## src/rtl/core/spq_pkg.sv

```systemverilog
// Shared types and codes for the priority ready queue.
// No dependencies; imported by spq_cell, stable_priority_ready_queue and the testbench.
`default_nettype none

package spq_pkg;

    localparam int ID_W            = 16;
    localparam int PRIO_W          = 4;
    localparam int STATUS_W        = 2;
    localparam int OCC_W           = 5;
    localparam int QUEUE_DEPTH_DEF = 16;

    // Command codes.
    localparam logic CMD_ENQ = 1'b0;
    localparam logic CMD_DEQ = 1'b1;

    // Result status codes.
    localparam logic [STATUS_W-1:0] ST_ENQUEUED = 2'd0;
    localparam logic [STATUS_W-1:0] ST_DEQUEUED = 2'd1;
    localparam logic [STATUS_W-1:0] ST_EMPTY    = 2'd2;
    localparam logic [STATUS_W-1:0] ST_FULL     = 2'd3;

    // One stored queue entry.
    typedef struct packed {
        logic [ID_W-1:0]   id;
        logic [PRIO_W-1:0] prio;
    } t_spq_entry;

    // Control broadcast to every cell in a cycle.
    typedef struct packed {
        logic       enq;
        logic       deq;
        t_spq_entry new_entry;
    } t_spq_ctl;

endpackage

`default_nettype wire

```

## src/rtl/core/spq_cell.sv

```systemverilog
// One slot of the sorted shift chain: holds an entry and picks its next value.
// Depends on spq_pkg for the entry and control structs.
`default_nettype none

module spq_cell
    import spq_pkg::*;
(
    input  wire logic       i_clk,
    input  wire t_spq_ctl   i_ctl,
    input  wire logic       i_occupied,
    input  wire logic       i_left_keep,
    input  wire t_spq_entry i_left,
    input  wire t_spq_entry i_right,
    output t_spq_entry      o_entry,
    output logic            o_keep
);

    t_spq_entry r_entry;
    t_spq_entry n_entry;

    // The entry stays in place on an enqueue when it ranks at or above the new one.
    assign o_keep  = i_occupied && (r_entry.prio >= i_ctl.new_entry.prio);
    assign o_entry = r_entry;

    // Next value: insert the new item at the boundary, shift right behind it,
    // or shift left on a dequeue.
    always_comb begin
        n_entry = r_entry;
        priority if (i_ctl.enq) begin
            if (!o_keep) begin
                if (i_left_keep) begin
                    n_entry = i_ctl.new_entry;
                end else begin
                    n_entry = i_left;
                end
            end
        end else if (i_ctl.deq) begin
            n_entry = i_right;
        end
    end

    always_ff @(posedge i_clk) begin
        r_entry <= n_entry;
    end

endmodule

`default_nettype wire

```

## src/rtl/core/stable_priority_ready_queue.sv

```systemverilog
// A result is valid in the cycle after its item is accepted.
// Throughput: one item per cycle while results are taken as they appear.
// A waiting result holds off the input; a new item enters in the cycle it is taken.
// Reset (synchronous, active low) empties the queue and clears the result valid;
// cell contents are not reset and are only read below the entry count.
`default_nettype none

module stable_priority_ready_queue
    import spq_pkg::*;
#(
    parameter int QUEUE_DEPTH = QUEUE_DEPTH_DEF
) (
    input  wire logic                i_clk,
    input  wire logic                i_rst_n,
    input  wire logic                i_valid,
    output logic                     o_ready,
    input  wire logic                i_cmd,
    input  wire logic [ID_W-1:0]     i_proc_id,
    input  wire logic [PRIO_W-1:0]   i_priority_req,
    output logic                     o_valid,
    input  wire logic                i_ready,
    output logic [STATUS_W-1:0]      o_status,
    output logic [ID_W-1:0]          o_out_id,
    output logic [PRIO_W-1:0]        o_out_priority,
    output logic [OCC_W-1:0]         o_occupancy
);

    localparam int CNT_W = $clog2(QUEUE_DEPTH + 1);

    logic [CNT_W-1:0]    r_count;
    logic [CNT_W-1:0]    n_count;
    logic                r_out_valid;
    logic [STATUS_W-1:0] r_status;
    logic [STATUS_W-1:0] n_status;
    logic [ID_W-1:0]     r_out_id;
    logic [ID_W-1:0]     n_out_id;
    logic [PRIO_W-1:0]   r_out_prio;
    logic [PRIO_W-1:0]   n_out_prio;

    logic     w_accept;
    logic     w_full;
    logic     w_empty;
    t_spq_ctl w_ctl;

    t_spq_entry w_entry [QUEUE_DEPTH];
    logic       w_keep  [QUEUE_DEPTH];

    // Handshake: take an item whenever the result register is free or draining.
    assign o_ready  = !r_out_valid || i_ready;
    assign w_accept = i_valid && o_ready;
    assign w_full   = (r_count == CNT_W'(QUEUE_DEPTH));
    assign w_empty  = (r_count == '0);

    // Control broadcast to the chain.
    assign w_ctl.enq            = w_accept && (i_cmd == CMD_ENQ) && !w_full;
    assign w_ctl.deq            = w_accept && (i_cmd == CMD_DEQ) && !w_empty;
    assign w_ctl.new_entry.id   = i_proc_id;
    assign w_ctl.new_entry.prio = i_priority_req;

    // The chain of cells, head at index zero.
    for (genvar g = 0; g < QUEUE_DEPTH; g++) begin : g_cell
        t_spq_entry w_left;
        t_spq_entry w_right;
        logic       w_left_keep;

        if (g == 0) begin : g_head
            assign w_left      = w_ctl.new_entry;
            assign w_left_keep = 1'b1;
        end else begin : g_body
            assign w_left      = w_entry[g-1];
            assign w_left_keep = w_keep[g-1];
        end

        if (g == QUEUE_DEPTH - 1) begin : g_tail
            assign w_right = w_entry[g];
        end else begin : g_mid
            assign w_right = w_entry[g+1];
        end

        spq_cell u_cell (
            .i_clk       (i_clk),
            .i_ctl       (w_ctl),
            .i_occupied  (CNT_W'(g) < r_count),
            .i_left_keep (w_left_keep),
            .i_left      (w_left),
            .i_right     (w_right),
            .o_entry     (w_entry[g]),
            .o_keep      (w_keep[g])
        );
    end

    // Result and count for the accepted item.
    always_comb begin
        n_count    = r_count;
        n_out_id   = '0;
        n_out_prio = '0;
        n_status   = ST_ENQUEUED;
        unique case (i_cmd)
            CMD_ENQ: begin
                if (w_full) begin
                    n_status = ST_FULL;
                end else begin
                    n_count = r_count + CNT_W'(1);
                end
            end
            CMD_DEQ: begin
                if (w_empty) begin
                    n_status = ST_EMPTY;
                end else begin
                    n_status   = ST_DEQUEUED;
                    n_out_id   = w_entry[0].id;
                    n_out_prio = w_entry[0].prio;
                    n_count    = r_count - CNT_W'(1);
                end
            end
            default: begin
                n_status = ST_ENQUEUED;
            end
        endcase
    end

    // Control registers.
    always_ff @(posedge i_clk) begin
        if (!i_rst_n) begin
            r_count     <= '0;
            r_out_valid <= 1'b0;
        end else begin
            if (w_accept) begin
                r_count     <= n_count;
                r_out_valid <= 1'b1;
            end else if (i_ready) begin
                r_out_valid <= 1'b0;
            end
        end
    end

    // Result payload registers.
    always_ff @(posedge i_clk) begin
        if (w_accept) begin
            r_status   <= n_status;
            r_out_id   <= n_out_id;
            r_out_prio <= n_out_prio;
        end
    end

    assign o_valid        = r_out_valid;
    assign o_status       = r_status;
    assign o_out_id       = r_out_id;
    assign o_out_priority = r_out_prio;
    assign o_occupancy    = OCC_W'(r_count);

    // The count never exceeds the capacity.
    a_count_bound: assert property (@(posedge i_clk) disable iff (!i_rst_n)
        r_count <= CNT_W'(QUEUE_DEPTH))
        else $error("entry count above capacity");

    // An accepted enqueue grows the queue by one.
    a_enq_count: assert property (@(posedge i_clk) disable iff (!i_rst_n)
        w_ctl.enq |=> (r_count == $past(r_count) + CNT_W'(1)))
        else $error("enqueue did not grow the count");

    // A dequeue on an empty queue reports empty with a zero id and zero occupancy.
    a_empty_result: assert property (@(posedge i_clk) disable iff (!i_rst_n)
        (w_accept && (i_cmd == CMD_DEQ) && w_empty) |=>
        (o_valid && (o_status == ST_EMPTY) && (o_out_id == '0) && (o_occupancy == '0)))
        else $error("empty dequeue result wrong");

    // The two head entries stay in priority order.
    a_head_order: assert property (@(posedge i_clk) disable iff (!i_rst_n)
        (r_count > CNT_W'(1)) |-> (w_entry[0].prio >= w_entry[1].prio))
        else $error("head entries out of order");

endmodule

`default_nettype wire

```

## config.mk

```make
export PLATFORM = sky130hd
export DESIGN_NAME = stable_priority_ready_queue
export DESIGN_NICKNAME = d
export VERILOG_FILES = /design/src/rtl/core/spq_pkg.sv /design/src/rtl/core/spq_cell.sv /design/src/rtl/core/stable_priority_ready_queue.sv
export SDC_FILE = /design/constraint.sdc
export NUM_CORES = 1
export LEC_CHECK = 0
export BUFFER_PORTS_ARGS = -buffer_cell sky130_fd_sc_hd__buf_2
export CAP_MARGIN = 0
export CORE_MARGIN = 8
export CORE_UTILIZATION = 55
export DETAILED_ROUTE_END_ITERATION = 6
export GPL_TIMING_DRIVEN = 0
export PLACE_DENSITY_LB_ADDON = 0.1
export SETUP_SLACK_MARGIN = 0.2
export SYNTH_ARGS = -nofsm -noshare
export SYNTH_HDL_FRONTEND = slang
export SYNTH_SLANG_ARGS = --single-unit
```

## constraint.sdc

```tcl
create_clock -name i_clk -period 9.7 [get_ports i_clk]
set_input_delay 0.97 -clock i_clk [delete_from_list [all_inputs] [get_ports i_clk]]
set_output_delay 0.97 -clock i_clk [all_outputs]
set_load 0.01 [all_outputs]
```

* Word-level counts from Yosys, hierarchy flattened *
Cells that the tools add are included.

storage, ports and cells
  flip-flop bits (word level) = 348
  word-level logic and storage cells = 205

operators by class
  add/sub/neg operators = 2
  $lt $le $gt $ge = 32
  equality and inequality tests = 18
  mux-type cells = 68
  bitwise gates (word level) = 2
  reductions and logical operators = 46

operator list
  cell                   count
  $mux W20               60
  $ge A4 B4 Y1           16
  $lt A4 B5 Y1 const A   8
  $ne A2 B2 Y1 const B   17
  $reduce_and A2 Y1      16
  $logic_and A1 B1 Y1    21
  $lt A3 B5 Y1 const A   4
  $lt A1 B5 Y1 const A   2
  $lt A2 B5 Y1 const A   2
  $mux W5                2
  $pmux W5 S2            1
  $add A5 B1 Y5 const B  1
  $eq A5 B5 Y1 const B   1
  $logic_not A5 Y1       1
  $sub A5 B1 Y5 const B  1
  $mux W2                2
  $pmux W2 S2            1
  $reduce_bool A2 Y1     2
  $logic_not A1 Y1       3
  $reduce_and A3 Y1      1
  $mux W1                2
  $not A1 Y1             2
  $reduce_or A2 Y1       1
  $logic_or A1 B1 Y1     1

* Logic depth before layout (Yosys ltp) *
  depth in word-level cells = 7
  mapped depth = 9
  gate-level depth less buffers = 7

* Modules after synthesis *
From an unflattened synthesis, not the netlist that was laid out.

second synthesis, totals
  cells, all modules = 1752
  area, all modules = 19432.4 um^2

by module, submodules not included
  module                       instances  cells each  area each (um^2)  sequential area each (um^2)
  spq_cell                     16         102         1129.8            600.6
  stable_priority_ready_queue  1          120         1355.0            780.7

* Worst setup path after synthesis *
OpenSTA, ideal clock, no wires.

  kind = in2reg
  from = input port i_priority_req[1]
  to = register g_cell[3].u_cell.r_entry (netlist bit g_cell[3].u_cell.o_entry[0]), enable pin
  arrival time = 4044 ps
  setup slack = 5231 ps
  cell stages on the path = 7
  path buffers = 2
  path through = clkbuf_1 > inv_1 > ha_1 > a2111oi_0 > nor3_2 > buf_2 > o21ai_0

on the way
  word-level cells in the longest chain between the ends = 4

RTL lines
  item                         line                               RTL
  start: declaration           stable_priority_ready_queue.sv:19  input wire logic [PRIO_W-1:0] i_priority_req,
  $ge A4 B4 Y1                 spq_cell.sv:22                     assign o_keep = i_occupied && (r_entry.prio >= i_ctl.new_entry.prio);
  $logic_and A1 B1 Y1          spq_cell.sv:22
  $ne A2 B2 Y1 (no line)       -
  $reduce_and A2 Y1 (no line)  -
  end signal: assignment       spq_cell.sv:43                     r_entry <= n_entry;
  end: declaration             spq_cell.sv:18                     t_spq_entry r_entry;

No other way between the ends.
A chain may end at the register's enable or synchronous reset.

* Worst setup path in the final report *
  from = input port i_priority_req[3]
  to = register g_cell[6].u_cell.r_entry (netlist bit g_cell[6].u_cell.o_entry[11]), enable pin

on the way
  word-level cells in the longest chain between the ends = 4

RTL lines
  item                         line
  $ge A4 B4 Y1                 spq_cell.sv:22
  $logic_and A1 B1 Y1          spq_cell.sv:22
  $ne A2 B2 Y1 (no line)       -
  $reduce_and A2 Y1 (no line)  -
  end signal: assignment       spq_cell.sv:43
  end: declaration             spq_cell.sv:18

No other way between the ends.

==> flow_summary.json <==
{
  "areaGrowthSynthToFinish_pct": 11.1,
  "peakVddDrop_mv": 0.159,
  "timing.final.ws_setup_ns": 4.88,
  "fillers": 2804,
  "status": "finished, final reports clean",
  "crit_fanout": 20,
  "hold_depth": 1,
  "cts_tree": "yes",
  "max_slew_margin": 0.199,
  "syn_nets": 1792,
  "routed_wl_mm": 64.1,
  "htree_levels": 2,
  "dieArea_um2": 39700,
  "cts_setup_buffers": 0,
  "placed_area_um2": 19300,
  "ys_ff_latch": 348,
  "hold_viol_final": 0,
  "worstSetupEndpointType": "register",
  "final_cell_mix": "342 x edfxtp_1, 300 x nand2_1, 163 x nand3_1",
  "worstSetupPathType": "in2reg",
  "max_stage_delay_ns": 0.84,
  "grt_usage": 0.321,
  "synth_cell_type_count": 49,
  "power_frac_seq": 0.477,
  "drc": 0,
  "routedWlPerCell_um": 28.4,
  "cts.clk_slew.worst_paths_ns": 0.06,
  "cts_root_buf": "clkbuf_16",
  "dpl.hpwl_mm": 45.1,
  "grt_overflow": 0,
  "syn_avg_cell_area_um2": 10.9,
  "r2r_end": "g_cell[6].u_cell.o_entry[11]",
  "start_util": 0.554,
  "mostFrequentLayoutCell": "edfxtp_1",
  "critPathLaunchType": "primary input",
  "crit_arrival_ns": 4.98,
  "rrSetupSlack_ns": 6.21,
  "first_global_vias": 13700,
  "switching_power_uw": 1360,
  "yosys_most_used_dff": "edfxtp_1",
  "setup_violations": 0,
  "cts.repair.resized": 0,
  "fin_skew_ns": 0.0133,
  "rsz0062_at_grt": "no",
  "io_buffers": 34,
  "dp_slack_ns": 4.59,
  "grt_pass1_wl_mm": 92.3,
  "p_per_area_nw_per_um2": 216,
  "antenna_found_initial": 1,
  "slowest_stage": "inv_1",
  "worst_ep_required_time_ns": 9.86,
  "grt_max_degree": 24,
  "cts.sinks": 348,
  "fin_util": 0.616,
  "drv_cap": 0,
  "power.leakage_uw": 0.00771,
  "detail-route-antenna-nets": 0,
  "crit_chain": "clkbuf_1 > inv_1 > ha_1 > o211ai_1 > clkbuf_1 > nand2_1 > nand2_1",
  "worst_slew_pin_slew_ns": 1.20,
  "synthArstFlopShare": 0,
  "fp.dieW_um": 199,
  "die_y_um": 199,
  "drv_slew": 0,
  "yosysSeqAreaShare": 0.562,
  "numCtsBuffers": 40,
  "p_clk_frac": 0.321,
  "tns_ns": 0,
  "gp_congestion": 0.979,
  "pwr-share-comb": 0.202,
  "holdBufCountCts": 0,
  "syn_area_um2": 18500,
  "period_share": 0.497,
  "fin_crit_ns": 4.82,
  "syn_inst": 1699,
  "antenna_cells": 0,
  "internal-power_uw": 3080,
  "crit_buf_inv": 3,
  "fp.coreArea_um2": 33400,
  "layout-drive-gt1-share": 0.113,
  "hp-class": "reg2reg",
  "clk_latency_ns": 0.54,
  "holdPathEnd": "o_out_id[3]",
  "ios": 54,
  "critPathTopFamily": "buffers and inverters",
  "r2r_start": "o_occupancy[1]",
  "min-delay-start": "g_cell[0].u_cell.o_entry[7]",
  "yosys_warnings": 0,
  "drt_iter0_drc": 2202,
  "max-clock-path-buffers": 3,
  "final_area_um2": 20500,
  "p_sw_frac": 0.307,
  "finalNetCount": 1874,
  "firstDrtPassIters": 6,
  "synth_edf_count": 342,
  "post_drt_via_cell_ratio": 6.57,
  "fmax_mhz": 207,
  "rows": 67,
  "worstRegToRegCells": 9,
  "multiInputGateArea_um2": 7250,
  "regArea_um2": 10400,
  "vias": 14800
}
-- final cells by class --
class,instances,area share
buffer,148,0.0382
clock buffer,53,0.0536
clock inverter,19,0.00530
inverter,24,0.00438
multi-input combinational,1179,0.353
sequential,348,0.506
tap,448,0.0273
timing repair buffer,40,0.0125
-- logic make-up after synthesis --
| kind of cell | synth area share |
|---|---|
| adder cells (fa/ha/maj) | 0.0460 |
| XOR/XNOR | 0.00237 |
| buffers and inverters | 0.0473 |
| AND/OR/NAND/NOR | 0.142 |
| AO/OA/AOI/OAI | 0.135 |
| multiplexers | 0.0658 |
| flip-flops | 0.562 |
-- synth_stat cells (all sizes together), types with 23 or more instances --
library cell / n / area share
clkbuf: 72 / 0.015
o21ai: 110 / 0.030
nand3: 163 / 0.044
ha: 68 / 0.046
nor2: 80 / 0.016
o211ai: 159 / 0.065
buf: 76 / 0.028
edfxtp: 342 / 0.56
and2: 23 / 0.0078
mux2i: 99 / 0.054
nand2: 300 / 0.061
a21oi: 67 / 0.018
inv: 24 / 0.0049
-- routing by layer --
layer	global-route usage	routed length, um	share of wire	up-vias
li1	-	-	-	6510
met1	0.462	25600	0.40	7039
met2	0.438	25800	0.40	1108
met3	0.0977	9440	0.15	173
met4	0.151	3330	0.052	2
met5	0	9	0.00014	-
-- worst max path at each step --
stage                                 start                      endpoint  slack [ns]  cells past startpoint
after floorplan           i_priority_req[1]   g_cell[3].u_cell.o_entry[0]        5.23                      7
final                     i_priority_req[3]  g_cell[6].u_cell.o_entry[11]        4.88                      7
after detailed placement  i_priority_req[2]   g_cell[2].u_cell.o_entry[5]        4.59                      9
after global routing      i_priority_req[2]   g_cell[2].u_cell.o_entry[1]        4.84                      9
after CTS                 i_priority_req[2]   g_cell[2].u_cell.o_entry[5]        5.14                      9
after global placement    i_priority_req[2]  g_cell[5].u_cell.o_entry[18]        3.23                      7
-- flip-flops by register name, indices dropped and copies added, names as in the netlist --
name	flops
o_out_id	16
o_occupancy	5
o_out_priority	4
o_valid	1
g_cell.u_cell.o_entry	320
o_status	2
-- power groups by stage --
stage                     combinational (uW)  clock [uW]  sequential [uW]
after global placement                   829           0             2140
after CTS                                873        1430             2110
final                                    896        1430             2120
after floorplan                          587           0             2070
after global routing                     970        1480             2130
after detailed placement                 870           0             2140
-- worst register-to-register path: stages (launching register included) --
cell and delay, ns:
dfxtp_1 0.50, inv_1 0.20, ha_1 0.26, and3_1 0.21, nor3_1 0.20, buf_4 0.26
buf_2 0.25, buf_2 0.40, nand2_1 0.09, nand2_1 0.72
-- metrics by stage --
stage | total power (uW) | hold slack (ns) | cells
2_1_floorplan | 2660 | 0.515 | 1699
3_3_place_gp | 2970 | 0.531 | 2181
3_5_place_dp | 3010 | 0.540 | 2187
4_1_cts | 4410 | 0.553 | 2259
5_1_grt | 4590 | 0.570 | 2259
6_report | 4440 | 0.550 | 2259
(Power assumes the default switching activity.)
